## src/hw/rtl/pwbc_pkg.sv

```systemverilog
// Shared types and constants for the pulse width bin classifier.
// Item structs, operation and class codes, register indexes, reset values.
// No dependencies.
`default_nettype none

package pwbc_pkg;

  // Storage width of the width counter and the class counters
  localparam int unsigned CountWidthDef = 16;

  localparam int unsigned BoundWidth = 16;
  localparam int unsigned FieldWidth = 16;
  localparam int unsigned CfgIdxWidth = 3;

  // Operation codes of an input item
  localparam logic [1:0] OP_TICK  = 2'd0;
  localparam logic [1:0] OP_EDGE  = 2'd1;
  localparam logic [1:0] OP_CLEAR = 2'd2;

  // Class codes of a finished pulse
  localparam logic [1:0] CLASS_BAND1  = 2'd0;
  localparam logic [1:0] CLASS_BAND2  = 2'd1;
  localparam logic [1:0] CLASS_BAND3  = 2'd2;
  localparam logic [1:0] CLASS_DEFECT = 2'd3;

  // Configuration register indexes
  localparam logic [CfgIdxWidth-1:0] REG_BAND1_LOW  = 3'd0;
  localparam logic [CfgIdxWidth-1:0] REG_BAND1_HIGH = 3'd1;
  localparam logic [CfgIdxWidth-1:0] REG_BAND2_LOW  = 3'd2;
  localparam logic [CfgIdxWidth-1:0] REG_BAND2_HIGH = 3'd3;
  localparam logic [CfgIdxWidth-1:0] REG_BAND3_LOW  = 3'd4;
  localparam logic [CfgIdxWidth-1:0] REG_BAND3_HIGH = 3'd5;

  // Band bound reset values
  localparam logic [BoundWidth-1:0] BAND1_LOW_RST  = 16'd12;
  localparam logic [BoundWidth-1:0] BAND1_HIGH_RST = 16'd20;
  localparam logic [BoundWidth-1:0] BAND2_LOW_RST  = 16'd34;
  localparam logic [BoundWidth-1:0] BAND2_HIGH_RST = 16'd40;
  localparam logic [BoundWidth-1:0] BAND3_LOW_RST  = 16'd46;
  localparam logic [BoundWidth-1:0] BAND3_HIGH_RST = 16'd56;

  typedef struct packed {
    logic [1:0] operation;
    logic       sensor_level;
    logic       system_enabled;
  } in_t;

  typedef struct packed {
    logic                  measuring;
    logic                  alarm;
    logic                  classified;
    logic [1:0]            class_code;
    logic [FieldWidth-1:0] pulse_ticks;
    logic [FieldWidth-1:0] count_band1;
    logic [FieldWidth-1:0] count_band2;
    logic [FieldWidth-1:0] count_band3;
    logic [FieldWidth-1:0] count_defective;
  } out_t;

  // Inclusive bounds of the three width bands
  typedef struct packed {
    logic [BoundWidth-1:0] band1_low;
    logic [BoundWidth-1:0] band1_high;
    logic [BoundWidth-1:0] band2_low;
    logic [BoundWidth-1:0] band2_high;
    logic [BoundWidth-1:0] band3_low;
    logic [BoundWidth-1:0] band3_high;
  } bands_t;

endpackage

`default_nettype wire

```

## src/hw/rtl/pwbc_classify.sv

```systemverilog
// Band match of a measured pulse width against the three inclusive bands.
// Depends on pwbc_pkg (bands_t, class codes).
`default_nettype none

module pwbc_classify #(
  parameter int unsigned COUNT_WIDTH = pwbc_pkg::CountWidthDef
) (
  input  wire logic [COUNT_WIDTH-1:0] width_i,
  input  wire pwbc_pkg::bands_t       bands_i,
  output logic [1:0]                  class_code_o
);

  // Compare at the wider of counter and bound widths
  localparam int unsigned CmpW = (COUNT_WIDTH > pwbc_pkg::BoundWidth) ?
                                 COUNT_WIDTH : pwbc_pkg::BoundWidth;

  logic [CmpW-1:0] width_ext;
  logic            hit1, hit2, hit3;

  assign width_ext = CmpW'(width_i);

  assign hit1 = (CmpW'(bands_i.band1_low) <= width_ext) &&
                (width_ext <= CmpW'(bands_i.band1_high));
  assign hit2 = (CmpW'(bands_i.band2_low) <= width_ext) &&
                (width_ext <= CmpW'(bands_i.band2_high));
  assign hit3 = (CmpW'(bands_i.band3_low) <= width_ext) &&
                (width_ext <= CmpW'(bands_i.band3_high));

  // First matching band in order wins
  always_comb begin
    if (hit1) begin
      class_code_o = pwbc_pkg::CLASS_BAND1;
    end else if (hit2) begin
      class_code_o = pwbc_pkg::CLASS_BAND2;
    end else if (hit3) begin
      class_code_o = pwbc_pkg::CLASS_BAND3;
    end else begin
      class_code_o = pwbc_pkg::CLASS_DEFECT;
    end
  end

endmodule

`default_nettype wire

```

## src/hw/rtl/pulse_width_bin_classifier.sv

```systemverilog
// Top level of the pulse width bin classifier.
// Depends on pwbc_pkg and pwbc_classify.
//
// Usage: every input item (timer tick, sensor edge or clear) yields exactly
// one result item carrying the measurement flag, the alarm, the class of a
// pulse finished by this item and the width and class counters after the
// update. Band bounds are written through the cfg_we_i / cfg_idx_i /
// cfg_data_i port while the block is idle; indexes beyond the last band
// register are dropped.
// The result is registered and appears on out_data_o in the cycle after the
// item is accepted. Throughput: one item per cycle while the output is not
// stalled, set by the single update of the pulse state and counters between
// the input handshake and the result register.
// Stall: while a result waits, in_ready_o follows out_ready_i, so an item
// is taken in the same cycle the waiting result leaves; with the output
// stalled, no item enters and the result holds.
// Reset: bounds return to their defaults (12..20, 34..40, 46..56), all
// counters, the measurement flag and the alarm clear, and no result is
// pending.
`default_nettype none

module pulse_width_bin_classifier #(
  parameter int unsigned COUNT_WIDTH = pwbc_pkg::CountWidthDef
) (
  input  wire logic                             clk_i,
  input  wire logic                             rst_ni,
  input  wire logic                             in_valid_i,
  output logic                                  in_ready_o,
  input  wire pwbc_pkg::in_t                    in_data_i,
  output logic                                  out_valid_o,
  input  wire logic                             out_ready_i,
  output pwbc_pkg::out_t                        out_data_o,
  input  wire logic                             cfg_we_i,
  input  wire logic [pwbc_pkg::CfgIdxWidth-1:0] cfg_idx_i,
  input  wire logic [pwbc_pkg::BoundWidth-1:0]  cfg_data_i
);

  localparam logic [COUNT_WIDTH-1:0] CntMax = {COUNT_WIDTH{1'b1}};

  pwbc_pkg::bands_t       bands_q;
  logic                   in_pulse_q, in_pulse_d;
  logic                   alarm_q, alarm_d;
  logic [COUNT_WIDTH-1:0] ticks_q, ticks_d;
  logic [COUNT_WIDTH-1:0] cnt_q [4];
  logic [COUNT_WIDTH-1:0] cnt_d [4];
  logic                   done;
  logic [1:0]             match_code;
  logic [1:0]             code;
  logic                   accept;
  logic                   out_valid_q;
  pwbc_pkg::out_t         out_q, out_d;

  // Band registers
  always_ff @(posedge clk_i or negedge rst_ni) begin
    if (!rst_ni) begin
      bands_q.band1_low  <= pwbc_pkg::BAND1_LOW_RST;
      bands_q.band1_high <= pwbc_pkg::BAND1_HIGH_RST;
      bands_q.band2_low  <= pwbc_pkg::BAND2_LOW_RST;
      bands_q.band2_high <= pwbc_pkg::BAND2_HIGH_RST;
      bands_q.band3_low  <= pwbc_pkg::BAND3_LOW_RST;
      bands_q.band3_high <= pwbc_pkg::BAND3_HIGH_RST;
    end else if (cfg_we_i) begin
      unique case (cfg_idx_i)
        pwbc_pkg::REG_BAND1_LOW:  bands_q.band1_low  <= cfg_data_i;
        pwbc_pkg::REG_BAND1_HIGH: bands_q.band1_high <= cfg_data_i;
        pwbc_pkg::REG_BAND2_LOW:  bands_q.band2_low  <= cfg_data_i;
        pwbc_pkg::REG_BAND2_HIGH: bands_q.band2_high <= cfg_data_i;
        pwbc_pkg::REG_BAND3_LOW:  bands_q.band3_low  <= cfg_data_i;
        pwbc_pkg::REG_BAND3_HIGH: bands_q.band3_high <= cfg_data_i;
        default: ;
      endcase
    end
  end

  // Width of the pulse being closed is the current counter value
  pwbc_classify #(
    .COUNT_WIDTH (COUNT_WIDTH)
  ) u_classify (
    .width_i      (ticks_q),
    .bands_i      (bands_q),
    .class_code_o (match_code)
  );

  // Output register frees the input side as soon as the result leaves
  assign in_ready_o = !out_valid_q || out_ready_i;
  assign accept     = in_valid_i && in_ready_o;

  // Next pulse state and counters for the item on the input
  always_comb begin
    in_pulse_d = in_pulse_q;
    alarm_d    = alarm_q;
    ticks_d    = ticks_q;
    done       = 1'b0;
    code       = pwbc_pkg::CLASS_BAND1;
    for (int i = 0; i < 4; i++) begin
      cnt_d[i] = cnt_q[i];
    end
    unique case (in_data_i.operation)
      pwbc_pkg::OP_TICK: begin
        ticks_d = (ticks_q == CntMax) ? CntMax : ticks_q + 1'b1;
      end
      pwbc_pkg::OP_EDGE: begin
        if (in_data_i.system_enabled) begin
          if (!in_pulse_q && !in_data_i.sensor_level) begin
            // falling edge opens a measurement
            in_pulse_d = 1'b1;
            ticks_d    = '0;
          end else if (in_pulse_q && in_data_i.sensor_level) begin
            // rising edge closes it and books the class
            in_pulse_d = 1'b0;
            done       = 1'b1;
            code       = match_code;
            alarm_d    = (match_code == pwbc_pkg::CLASS_DEFECT);
            ticks_d    = '0;
            cnt_d[match_code] = (cnt_q[match_code] == CntMax) ?
                                CntMax : cnt_q[match_code] + 1'b1;
          end
        end
      end
      pwbc_pkg::OP_CLEAR: begin
        for (int i = 0; i < 4; i++) begin
          cnt_d[i] = '0;
        end
      end
      default: ;
    endcase
  end

  // Result fields taken after the update
  always_comb begin
    out_d.measuring       = in_pulse_d;
    out_d.alarm           = alarm_d;
    out_d.classified      = done;
    out_d.class_code      = code;
    out_d.pulse_ticks     = pwbc_pkg::FieldWidth'(ticks_d);
    out_d.count_band1     = pwbc_pkg::FieldWidth'(cnt_d[pwbc_pkg::CLASS_BAND1]);
    out_d.count_band2     = pwbc_pkg::FieldWidth'(cnt_d[pwbc_pkg::CLASS_BAND2]);
    out_d.count_band3     = pwbc_pkg::FieldWidth'(cnt_d[pwbc_pkg::CLASS_BAND3]);
    out_d.count_defective = pwbc_pkg::FieldWidth'(cnt_d[pwbc_pkg::CLASS_DEFECT]);
  end

  // Pulse state and counters
  always_ff @(posedge clk_i or negedge rst_ni) begin
    if (!rst_ni) begin
      in_pulse_q <= 1'b0;
      alarm_q    <= 1'b0;
      ticks_q    <= '0;
      for (int i = 0; i < 4; i++) begin
        cnt_q[i] <= '0;
      end
    end else if (accept) begin
      in_pulse_q <= in_pulse_d;
      alarm_q    <= alarm_d;
      ticks_q    <= ticks_d;
      for (int i = 0; i < 4; i++) begin
        cnt_q[i] <= cnt_d[i];
      end
    end
  end

  // Result valid
  always_ff @(posedge clk_i or negedge rst_ni) begin
    if (!rst_ni) begin
      out_valid_q <= 1'b0;
    end else if (accept) begin
      out_valid_q <= 1'b1;
    end else if (out_ready_i) begin
      out_valid_q <= 1'b0;
    end
  end

  // Result payload
  always_ff @(posedge clk_i) begin
    if (accept) begin
      out_q <= out_d;
    end
  end

  assign out_valid_o = out_valid_q;
  assign out_data_o  = out_q;

endmodule

`default_nettype wire

```

## config.mk

```make
export PLATFORM = sky130hd
export DESIGN_NAME = pulse_width_bin_classifier
export DESIGN_NICKNAME = d
export VERILOG_FILES = /design/src/hw/rtl/pwbc_pkg.sv /design/src/hw/rtl/pwbc_classify.sv /design/src/hw/rtl/pulse_width_bin_classifier.sv
export SDC_FILE = /design/constraint.sdc
export NUM_CORES = 1
export LEC_CHECK = 0
export ABC_AREA = 1
export BUFFER_PORTS_ARGS = -buffer_cell sky130_fd_sc_hd__buf_4
export CAP_MARGIN = 20
export CORE_ASPECT_RATIO = 1.1
export CORE_MARGIN = 3
export CORE_UTILIZATION = 65
export DETAILED_ROUTE_END_ITERATION = 8
export PLACE_DENSITY = 0.85
export SYNTH_ARGS = -nofsm -noshare
export SYNTH_HDL_FRONTEND = slang
export SYNTH_SLANG_ARGS = --single-unit
```

## constraint.sdc

```tcl
create_clock -name clk_i -period 6.3 [get_ports clk_i]
set_clock_uncertainty 0.15 [all_clocks]
set_input_delay 0.945 -clock clk_i [delete_from_list [all_inputs] [get_ports clk_i]]
set_output_delay 0.945 -clock clk_i [all_outputs]
set_load 0.05 [all_outputs]
```

==> results.md <==
- Status: finished, final reports clean
- FILL cells: 1,590
- Average routed wire per standard cell: 19.6 µm
- Crit-path cells: inv_1 > ha_1 > a21oi_1 > o21ai_1 > a21oi_1 > nand2_1 > nand2_1 > nand2_4 > nand2_2 > inv_2 > nand2_1 > nor2_1 > nor2_1 > ha_1 > inv_1 > nor2_1 > nand2_4 > nor2_8 > nand3_4 > nand2_1 > o21ai_0 > o21ai_1 > nand2_1 > nand2_1
- Sequential-to-total area share from yosys stat: 47.6%
- Crit-path leading delay family: simple AND/OR/NAND/NOR gates
- P_leak: 8.26 nW
- DR vias: 13,200
- Synthesized area: 0.0148 mm²
- Cell count after synthesis: 1,844
- Worst skew pair latency: 560 ps
- Synth cell types: 44
- Synth Register Bits: 264
- Reg2reg end: cnt_q[33]$_DFFE_PN0P_
- Actual slew at the worst max-slew pin: 1110 ps
- Via-per-instance ratio: 5.85
- First-pass DRT Iterations: 6
- TritonCTS buffer count: 29
- Gpl congestion: 1.01
- Root buf cell: clkbuf_16
- Die Wd: 150 µm
- CTS Buffer Depth: 3
- Commonest cells post-synth: 653 x nand2_1, 197 x inv_1, 164 x dfrtp_1
- Worst Reg-to-Reg Cells: 24
- PD cells: 382 mW/mm²
- Gr usage total: 36.1%
- Largest net degree at the start of global routing: 102
- Worst Setup Path Type: reg2reg
- Area leader, netlist: dfrtp_1
- Reg2reg start: ticks_q[11]$_DFFE_PN0P_
- Routed WL: 44.3 mm
- Critical path required time: 6640 ps
- Post-route DRC violation count: 0
- Clock transition at path regs: 60 ps
- Synthesis-to-layout area growth: 13.5%
- Initial core utilization: 66.6%
- RSZ-0062 raised after global routing: false
- CTS tree: done
- Flop-to-flop setup slack: 1590 ps
- Main flop type after synthesis: dfrtp_1
- Period utilization: 74.7%
- Syn_nets: 1,972
- Worst Setup Start Kind: flop
- Relative slew slack: 25.5%
- Critical path startpoint: ticks_q[11]$_DFFE_PN0P_
- Arrival time at the worst endpoint: 5050 ps
- WHS: 337 ps
- Antenna cells: 0
- 1st-iter DRT viols: 1,188
- Core area: 0.0223 mm²
- Layout cell share with drive strength beyond 1: 12.0%
- Final setup TNS: 0 ps
- First-pass GRT wire length: 69.0 mm
- Top area cells in the synthesized netlist: dfrtp_1 28%, edfxtp_1 17%, nand2_1 17%
- H-tree levels: 1
- Post-CTS Hold Fix Bufs: 0
- Initial antenna violation count: 1
- Top cell type's share of synthesized area: 27.7%
- Final setup viols: 0
- Hold Path Class: reg2reg
- CP most frequent cell: nand2_1
- Max-slew violation count: 0
- I/O pins: 115
- Share of flip-flops with an asynchronous set or reset: 67.8%
- Levels on crit path: 24
- Antenna Nets Post-Route: 0
- Placement Rows: 57
- Vias in the first global route: 13,000
- Yosys warnings: 0
- Overflow after GRT: 0
- Syn Area/Cell: 8.04 µm²
- Gates resized, CTS repair: 0
- CP max FO: 36
- Worst vdd ir: 0.000358 V
- Crit path capture: cnt_q[33]$_DFFE_PN0P_
- Slowest cell on crit path: dfrtp_1
- Final hold vios: 0
- Minimum clock period after layout: 4710 ps
- Nets: 2,065
- Max Fclk: 0.213 GHz
- Count leader, synth: nand2_1
- Clock Sinks: 264
- PortBufs: 114
- Max-cap viol count: 0
- Die area: 0.0247 mm²
- Slowest stage delay, CP: 470 ps
- Setup bufs post-CTS: 0
- Sequential Area: 0.00705 mm²
- Number of synthesized flops with an enable pin: 85
- Die Ht: 164 µm
- Worst Path Buf+Inv: 3
- CP endpoint kind: flop
- Hpwl dp: 30.9 mm
- Area of the multi-input gates: 0.00668 mm²
-- worst register-to-register path, cell delays in order (launching register included) --
cell and delay [ps]:
dfrtp_1 470, inv_1 180, ha_1 360, a21oi_1 160, o21ai_1 120, a21oi_1 230, nand2_1 100, nand2_1 110
nand2_4 120, nand2_2 110, inv_2 120, nand2_1 200, nor2_1 70, nor2_1 210, ha_1 190, inv_1 60
nor2_1 180, nand2_4 120, nor2_8 160, nand3_4 380, nand2_1 370, o21ai_0 120, o21ai_1 180, nand2_1 100
nand2_1 100
-- layer usage --
metal  vias up  part of all wire (%)  routed length, µm  track usage, %
met3       167                   6.8               2990            4.23
met4         2                   6.8               3010            21.5
li1       6197                     -                  -               -
met5         -                 0.016                  7               0
met2       681                    51              22700            64.3
met1      6154                    35              15600            41.7
-- how the worst min path moves through the flow --
stage                                   end  depth (start not counted)                     from  slack (ps)
finish              bands_q[15]$_DFFE_PN0P_                          2  bands_q[15]$_DFFE_PN0P_         340
global route        bands_q[60]$_DFFE_PN0P_                          2  bands_q[60]$_DFFE_PN0P_         360
CTS                    cnt_q[0]$_DFFE_PN0P_                          2     cnt_q[0]$_DFFE_PN0P_         340
detailed placement     cnt_q[0]$_DFFE_PN0P_                          2     cnt_q[0]$_DFFE_PN0P_         320
global placement       cnt_q[0]$_DFFE_PN0P_                          2     cnt_q[0]$_DFFE_PN0P_         310
floorplan              cnt_q[0]$_DFFE_PN0P_                          2     cnt_q[0]$_DFFE_PN0P_         300
-- cells in the final DEF (no fill, tap or decap), drive strengths merged --
cell,Yosys,routed
a211oi,1,1
a21o,7,7
a21oi,83,83
a221oi,1,1
a22o,3,3
a31oi,2,2
a32o,1,1
and2,1,1
buf,18,131
bufinv,0,2
clkbuf,51,39
clkinv,4,11
clkinvlp,0,3
dfrtp,164,164
dfstp,15,15
edfxtp,85,85
ha,100,100
inv,203,206
nand2,660,660
nand3,73,73
nand3b,2,2
nand4,38,38
nor2,97,97
nor2b,1,1
nor3,16,16
nor4,1,1
o21a,11,11
o21ai,195,195
o21bai,5,5
o22ai,1,1
xnor2,1,1
xor2,4,4
-- stage by stage --
stage	worst slack [ps]	instance area [µm²]	cells	total power [W]	util, %
3_3_place_gp	1820	15900	2201	0.00462	71.3
6_report	1590	16800	2255	0.00643	75.6
5_1_grt	1230	16800	2255	0.00680	75.6
2_1_floorplan	2930	14800	1844	0.00396	-
4_1_cts	1720	16800	2255	0.00640	75.6
3_5_place_dp	1770	15900	2201	0.00469	71.3
-- power breakdown --
group	switching, W	internal, W	leakage [nW]
sequential	0.000159	0.00200	3.16
clock	0.000723	0.000990	0.467
combinational	0.00182	0.000743	4.63
total	0.00270	0.00373	8.26
-- sequential cells by signal, summed over array words and instances (netlist names) --
signal	flops
bands_q	96
out_data_o	85
cnt_q	64
ticks_q	16
alarm_q	1
in_pulse_q	1
out_valid_o	1
-- final cells by class --
class                   instances  area share [%]
flip-flops and latches        264            41.9
clock buffers                  39            4.83
clock inverters                15           0.863
inverters                     207            4.66
multi-input cells            1304            39.7
repair buffers                131            5.87
well taps                     295            2.19
-- kinds of logic (layout without fill, tap and decap cells) --
family	Yosys count	in the layout	share of synthesized area (%)
AO/OA/AOI/OAI	310	310	11.1
XOR/XNOR	5	5	0.295
adder cells (fa/ha/maj)	100	100	8.44
buffers and inverters	276	392	7.42
flip-flops	264	264	47.6
AND/OR/NAND/NOR	889	889	25.2
No activity file was read; power rests on OpenSTA's default activity.
